### config.mk
export PLATFORM = sky130hd
export DESIGN_NAME = greedy_graph_coloring
export DESIGN_NICKNAME = d
export VERILOG_FILES = /design/src/rtl/core/gcol_pkg.sv /design/src/rtl/core/greedy_graph_coloring.sv
export SDC_FILE = /design/constraint.sdc
export NUM_CORES = 2
export LEC_CHECK = 0
export BUFFER_PORTS_ARGS = -buffer_cell sky130_fd_sc_hd__buf_2
export CORE_MARGIN = 3
export CORE_UTILIZATION = 60
export CTS_BUF_LIST = sky130_fd_sc_hd__clkbuf_8 sky130_fd_sc_hd__clkbuf_16
export DETAILED_ROUTE_END_ITERATION = 10
export PLACE_DENSITY = 0.76
export SLEW_MARGIN = 20
export SYNTH_ARGS = -nofsm -noshare
export SYNTH_HDL_FRONTEND = slang
export SYNTH_SLANG_ARGS = --single-unit
export TNS_END_PERCENT = 1
### constraint.sdc
create_clock -name aclk -period 19.8 [get_ports aclk]
set_input_delay 2.97 -clock aclk [delete_from_list [all_inputs] [get_ports aclk]]
set_output_delay 2.97 -clock aclk [all_outputs]
set_load 0.02 [all_outputs]
### src/rtl/core/gcol_pkg.sv
// Package with the sizes and command codes of the greedy graph colouring block.
`timescale 1ns / 1ps
package gcol_pkg;

    localparam int MAX_VERTICES = 256;
    localparam int VTX_W        = 8;
    localparam int COLOR_W      = 8;
    localparam int NUM_COLORS   = 1 << COLOR_W;
    localparam int COUNT_W      = COLOR_W + 1;

    // The vertex field is eight bits wide, so no more than 256 entries can ever be addressed.
    localparam int VTX_DEPTH = (MAX_VERTICES < (1 << VTX_W)) ? MAX_VERTICES : (1 << VTX_W);
    localparam int VIDX_W    = (VTX_DEPTH > 1) ? $clog2(VTX_DEPTH) : 1;

    localparam logic CMD_NEIGHBOR = 1'b0;
    localparam logic CMD_START    = 1'b1;

    localparam int S_TDATA_W = 16;
    localparam int S_TUSER_W = 2;
    localparam int M_TDATA_W = 32;

endpackage

### src/rtl/core/greedy_graph_coloring.sv
// Top level of the first-fit greedy graph colouring block.
//
// Channel  Dir  Word                                        Ends
// s_       in   neighbour item or start command             one per neighbour, tlast on last
// m_       out  coloured vertex, colour, colour count       one per vertex
//
// One input word is taken every cycle while the stage is not held; a result is offered once
// the last word of a vertex has left the processing stage. The rate is set by the single read
// port of the vertex colour memory, read once per word, and by the used-colour mark update.
// Reset is synchronous and active low; it clears the colour marks, the used marks and the
// highest colour. The vertex colour memory is not cleared: only coloured entries are used.
// A stalled result holds the processing stage, which in turn drops s_tready.
`timescale 1ns / 1ps
module greedy_graph_coloring
    import gcol_pkg::*;
(
    input  logic                 aclk,
    input  logic                 aresetn,
    input  logic                 s_tvalid,
    output logic                 s_tready,
    input  logic [S_TDATA_W-1:0] s_tdata,   // vertex[7:0], neighbor[15:8]
    input  logic [S_TUSER_W-1:0] s_tuser,   // cmd[0], has_neighbor[1]
    input  logic                 s_tlast,
    output logic                 m_tvalid,
    input  logic                 m_tready,
    output logic [M_TDATA_W-1:0] m_tdata    // colored_vertex[7:0], assigned_color[15:8],
                                            // colors_in_use[24:16], zero[31:25]
);

    // Input word fields.
    logic             in_cmd;
    logic [VTX_W-1:0] in_vertex;
    logic [VTX_W-1:0] in_neighbor;
    logic             in_has_neighbor;
    logic             in_nbr_ok;
    logic             s_accept;

    // Storage.
    logic [COLOR_W-1:0]    vertex_colors [VTX_DEPTH];
    logic [VTX_DEPTH-1:0]  colored_reg;
    logic [VTX_DEPTH-1:0]  colored_next;
    logic [NUM_COLORS-1:0] used_reg;
    logic [NUM_COLORS-1:0] used_next;
    logic [COLOR_W-1:0]    highest_reg;
    logic [COLOR_W-1:0]    highest_next;

    // Processing stage.
    logic               st_valid_reg;
    logic               st_cmd_reg;
    logic               st_last_reg;
    logic               st_hit_reg;
    logic               st_fwd_reg;
    logic [COLOR_W-1:0] st_fwd_color_reg;
    logic [COLOR_W-1:0] st_rd_color_reg;
    logic [VTX_W-1:0]   st_vertex_reg;
    logic               st_vtx_ok_reg;
    logic               st_result;
    logic               st_advance;
    logic [COLOR_W-1:0] st_nbr_color;
    logic [NUM_COLORS-1:0] st_used;
    logic [COLOR_W-1:0] st_color;
    logic               st_writes;

    // Forwarding decision for the word being accepted.
    logic               fwd_next;
    logic               hit_next;

    // Output register.
    logic               m_valid_reg;
    logic [VTX_W-1:0]   m_vertex_reg;
    logic [COLOR_W-1:0] m_color_reg;
    logic [COUNT_W-1:0] m_count_reg;

    assign in_cmd          = s_tuser[0];
    assign in_has_neighbor = s_tuser[1];
    assign in_vertex       = s_tdata[VTX_W-1:0];
    assign in_neighbor     = s_tdata[2*VTX_W-1:VTX_W];
    assign in_nbr_ok       = in_has_neighbor && (32'(in_neighbor) < 32'(MAX_VERTICES));

    assign st_result  = st_valid_reg && (st_cmd_reg == CMD_NEIGHBOR) && st_last_reg;
    assign st_advance = st_valid_reg && (!st_result || !m_valid_reg || m_tready);
    assign s_tready   = !st_valid_reg || st_advance;
    assign s_accept   = s_tvalid && s_tready;

    // The neighbour's colour comes from the memory unless the word just ahead coloured it.
    assign st_nbr_color = st_fwd_reg ? st_fwd_color_reg : st_rd_color_reg;

    always_comb begin
        st_used = used_reg;
        if (st_hit_reg) begin
            st_used[st_nbr_color] = 1'b1;
        end
    end

    // First free colour; saturates at the top colour when every colour is taken.
    always_comb begin
        st_color = COLOR_W'(NUM_COLORS - 1);
        for (int i = NUM_COLORS - 1; i >= 0; i--) begin
            if (!st_used[i]) begin
                st_color = COLOR_W'(i);
            end
        end
    end

    assign st_writes = st_result && st_vtx_ok_reg;

    always_comb begin
        colored_next = colored_reg;
        used_next    = used_reg;
        highest_next = highest_reg;
        if (st_advance) begin
            if (st_cmd_reg == CMD_START) begin
                colored_next = '0;
                used_next    = '0;
                highest_next = '0;
            end else if (st_last_reg) begin
                used_next = '0;
                if (st_vtx_ok_reg) begin
                    colored_next[st_vertex_reg[VIDX_W-1:0]] = 1'b1;
                end
                if (st_color > highest_reg) begin
                    highest_next = st_color;
                end
            end else begin
                used_next = st_used;
            end
        end
    end

    // The word ahead leaves the stage at the same edge as this one is accepted, so its
    // effect on the colour marks and the colour memory is forwarded here.
    always_comb begin
        fwd_next = 1'b0;
        hit_next = 1'b0;
        if (in_nbr_ok) begin
            if (st_valid_reg && (st_cmd_reg == CMD_START)) begin
                hit_next = 1'b0;
            end else if (st_writes && (st_vertex_reg == in_neighbor)) begin
                fwd_next = 1'b1;
                hit_next = 1'b1;
            end else begin
                hit_next = colored_reg[in_neighbor[VIDX_W-1:0]];
            end
        end
    end

    always_ff @(posedge aclk) begin
        if (st_advance && st_writes) begin
            vertex_colors[st_vertex_reg[VIDX_W-1:0]] <= st_color;
        end
        if (s_accept) begin
            st_rd_color_reg <= vertex_colors[in_neighbor[VIDX_W-1:0]];
        end
    end

    always_ff @(posedge aclk) begin
        if (!aresetn) begin
            st_valid_reg <= 1'b0;
            colored_reg  <= '0;
            used_reg     <= '0;
            highest_reg  <= '0;
        end else begin
            colored_reg <= colored_next;
            used_reg    <= used_next;
            highest_reg <= highest_next;
            if (s_accept) begin
                st_valid_reg <= 1'b1;
            end else if (st_advance) begin
                st_valid_reg <= 1'b0;
            end
        end
    end

    always_ff @(posedge aclk) begin
        if (s_accept) begin
            st_cmd_reg       <= in_cmd;
            st_last_reg      <= s_tlast;
            st_hit_reg       <= hit_next;
            st_fwd_reg       <= fwd_next;
            st_fwd_color_reg <= st_color;
            st_vertex_reg    <= in_vertex;
            st_vtx_ok_reg    <= 32'(in_vertex) < 32'(MAX_VERTICES);
        end
    end

    always_ff @(posedge aclk) begin
        if (!aresetn) begin
            m_valid_reg <= 1'b0;
        end else if (st_advance && st_result) begin
            m_valid_reg <= 1'b1;
        end else if (m_tready) begin
            m_valid_reg <= 1'b0;
        end
    end

    always_ff @(posedge aclk) begin
        if (st_advance && st_result) begin
            m_vertex_reg <= st_vertex_reg;
            m_color_reg  <= st_color;
            m_count_reg  <= COUNT_W'(highest_next) + COUNT_W'(1);
        end
    end

    assign m_tvalid = m_valid_reg;
    assign m_tdata  = {{(M_TDATA_W - VTX_W - COLOR_W - COUNT_W){1'b0}},
                       m_count_reg, m_color_reg, m_vertex_reg};

endmodule

==> summary.txt <==
Run status
  • Status: complete, no violations

Setup path
  • WP buf/inv: 2
  • Reg-to-Reg Start: st_fwd_reg
  • CP startpoint kind: register
  • Critical path class: reg -> reg
  • CP arrival: 9.23 ns
  • Slowest CP cell: a2111oi_0
  • Largest delay share family, worst path: compound AO/OA/AOI/OAI gates
  • FF-to-FF setup slack: 11.30 ns
  • Worst endpoint required time: 20.52 ns
  • Slowest cell delay on critical path: 0.97 ns
  • Setup crit end kind: register
  • Peak fanout along the critical path: 82
  • FF-to-FF path depth: 22
  • Critical path depth in cells: 22
  • Worst-path cell chain: nand3b_1 > a22oi_2 > buf_4 > a21oi_1 > nor4_1 > o21ai_0 > a2111oi_0 > o2111a_1 > a221oi_1 > nand2b_4 > ha_1 > o21a_1 > o21a_1 > o21bai_1 > a21oi_1 > o21ai_0 > nand2_1 > o31a_1 > inv_1 > ha_1 > and4bb_1 > nor3b_1
  • R2R Path End: m_count_reg[8]

Pwr
  • Leak Pwr: 0.0347 uW
  • Max VDD drop: 156 uV
  • Power density cells: 96.0 nW/um2

Worst hold path
  • Hold/Removal Path Class: reg -> reg
  • Worst hold endpoint: used_reg[202]
  • WHS Path Cells: 2
  • Hold Startpoint: used_reg[202]

Timing
  • RSZ-0062 raised after global routing: false
  • Slew Limit Headroom: 20.5%
  • Final WS setup: 11.30 ns
  • Least-Margin Pin Slew: 1.19 ns
  • Final setup TNS: 0 ns
  • Fin crit share: 42.9%
  • Max Transition Viols Final: 0
  • Endpoints failing setup: 0
  • FMAX: 118 MHz
  • WHS: 0.464 ns
  • Worst Skew: 0.0914 ns
  • Hold Violations, Final: 0
  • Crit path time final: 8.50 ns

Layout
  • Fillcell total: 10900
  • Layout Nets: 6327
  • Finished Core Util: 66.8%
  • Post-route cell area: 116000 um2
  • Highest-count cells in the layout ignoring fill and taps: edfxtp_1 (2101), nor2_1 (891), mux4_2 (765), a21oi_1 (626), dfxtp_1 (521)
  • Synthesis-to-finish area growth: 10.6%
  • Commonest non-fill, non-tap cell in the layout: edfxtp_1
  • Ratio of cells with drive above 1 in the final layout: 21.8%
  • Max FFs per register: 2048

Routing
  • Via count: 62100
  • WL met2: 138000 um
  • Top sig layer: met5
  • Wire per inst: 32.5 um
  • DRC viols: 0
  • Met1 wire length: 101000 um
  • Metal3 WL: 33000 um
  • Drt total wl: 287000 um
  • Initial DRC count: 9427
  • Routed Antenna Nets: 0
  • Vias per inst: 7.04
  • Pre-antenna DRT Iters: 6

Synth
  • Register bit total from synthesis: 2622
  • Area contributors post-synth: edfxtp_1 (60%), mux4_2 (16%), dfxtp_1 (9.9%)
  • Unique masters post-synth: 82
  • Syn avg cell area: 16.7 um2
  • Area of the mapped netlist: 105000 um2
  • Top cell type's share of synthesized area: 59.9%
  • Post-synth EDFFs: 2101
  • Sequential share of the synthesized area: 69.9%
  • Synth area leader: edfxtp_1
  • FFs w/ async S/R, synth: 0%
  • Ys flop type: edfxtp_1
  • Syn Inst Count: 6289
  • Ys Warns: 0

CTS
  • Max Buffers Root-to-Sink: 4
  • CTS tree: done
  • Cts repair resizes: 0
  • Worst-path clk slew: 0.05 ns
  • Clock latency at the later pin of the worst-skew pair: 0.96 ns
  • Hold Buf Count CTS: 0
  • TritonCTS buffer count: 276
  • Setup bufs post-CTS: 0
  • H-tree depth: 5
  • Clock root buffer: clkbuf_16
  • Clock sink total: 2622

Floorplan
  • Die Wd: 425 um
  • Initial Util: 60.4%
  • Die height: 425 um
  • Num rows: 153
  • DIE AREA: 180000 um2
  • Top-level port count: 57
  • Core area: 174000 um2

Placed design
  • Post-DP Area: 108000 um2
  • Port-buffer cells: 49
  • GP Congestion: 0.938
  • Post-place setup slack: 10.68 ns
  • DP HPWL: 156000 um

Global route
  • Gr usage total: 32.0%
  • Global-route wire length before repair: 420000 um
  • Number of global-route vias before repair: 61100
  • GRT Residual Overflow: 0
  • Initial antenna violation count: 10
  • Largest net degree at the start of global routing: 209

Flow run
  • Max-cap violations: 0
-- kinds of logic (layout without fill, tap and decap cells) --
logic type | Yosys count | after routing | synth area share (%)
XOR/XNOR | 14 | 14 | 0.117
other | 1 | 9 | 0.00356
adder cells (fa/ha/maj) | 9 | 9 | 0.107
multiplexers | 765 | 765 | 16.4
flip-flops | 2622 | 2622 | 69.9
buffers and inverters | 478 | 673 | 1.86
AO/OA/AOI/OAI | 1063 | 1063 | 6.03
AND/OR/NAND/NOR | 1337 | 1337 | 5.67
-- power by group --
group	switching, uW	internal, uW
sequential	8.47	5870
clock	2120	2910
combinational	183	86.3
total	2310	8860
-- tightest hold or removal path, delay by kind of cell, from the launching register on --
kind | cells | cell delay [ns]
and+or+nand+nor | 1 | 0.07
AOI/OAI and AO/OA | 1 | 0.04
DFF | 1 | 0.32
-- cell usage after synthesis, drive strengths merged (6+ instances only) --
master	n
clkbuf	319
inv	27
a21oi	627
o2111ai	9
nand2	100
and3	21
o21bai	6
mux4	765
nor3	58
or3b	8
or3	8
ha	9
xnor2	9
a21boi	8
a31o	29
o211ai	12
nor2	898
edfxtp	2101
nand3	20
nor2b	30
o21ai	44
buf	132
nor4	81
a21o	17
o31ai	10
a2111oi	13
a22oi	38
a211o	9
dfxtp	521
o21a	6
a31oi	179
nand3b	8
nand4	23
nor4b	6
nand2b	18
or2	9
a211oi	11
and2	8
or4	22
-- how the worst max path moves through the flow --
stage / from / to / slack (ns)
4_1_cts: st_fwd_reg / m_count_reg[8] / 11.44
3_5_place_dp: s_tdata[8] / st_rd_color_reg[1] / 10.68
3_3_place_gp: s_tdata[8] / st_rd_color_reg[1] / 10.70
5_1_grt: st_fwd_reg / m_count_reg[8] / 10.77
2_1_floorplan: st_fwd_reg / m_count_reg[8] / 3.02
6_report: st_fwd_reg / m_count_reg[8] / 11.30
-- metrics by stage --
step / std cells / power [uW]
final: 8817 / 11200
after global routing: 8815 / 11400
after CTS: 8813 / 11200
after detailed placement: 8340 / 6260
after global placement: 8340 / 6260
after floorplan: 6295 / 6190
-- per-layer routing --
metal / vias up / global-route usage (%)
met5: - / 0
met4: 10 / 14.8
met3: 912 / 7.03
met2: 4481 / 50.4
met1: 31600 / 43.2
li1: 25100 / -
-- final cells by class --
cell class                      count  area (um2)  area share [%]
Sequential cell                  2622       73500            63.1
Multi-Input combinational cell   3195       30000            25.8
Clock buffer                      298        7340            6.31
Tap cell                         2325        2910            2.50
Timing Repair Buffer              173        1280            1.10
Clock inverter                    175        1280            1.10
Inverter                           27         101          0.0870
Antenna cell                        2        5.00         0.00430
Power figures use the tool's default switching activity.
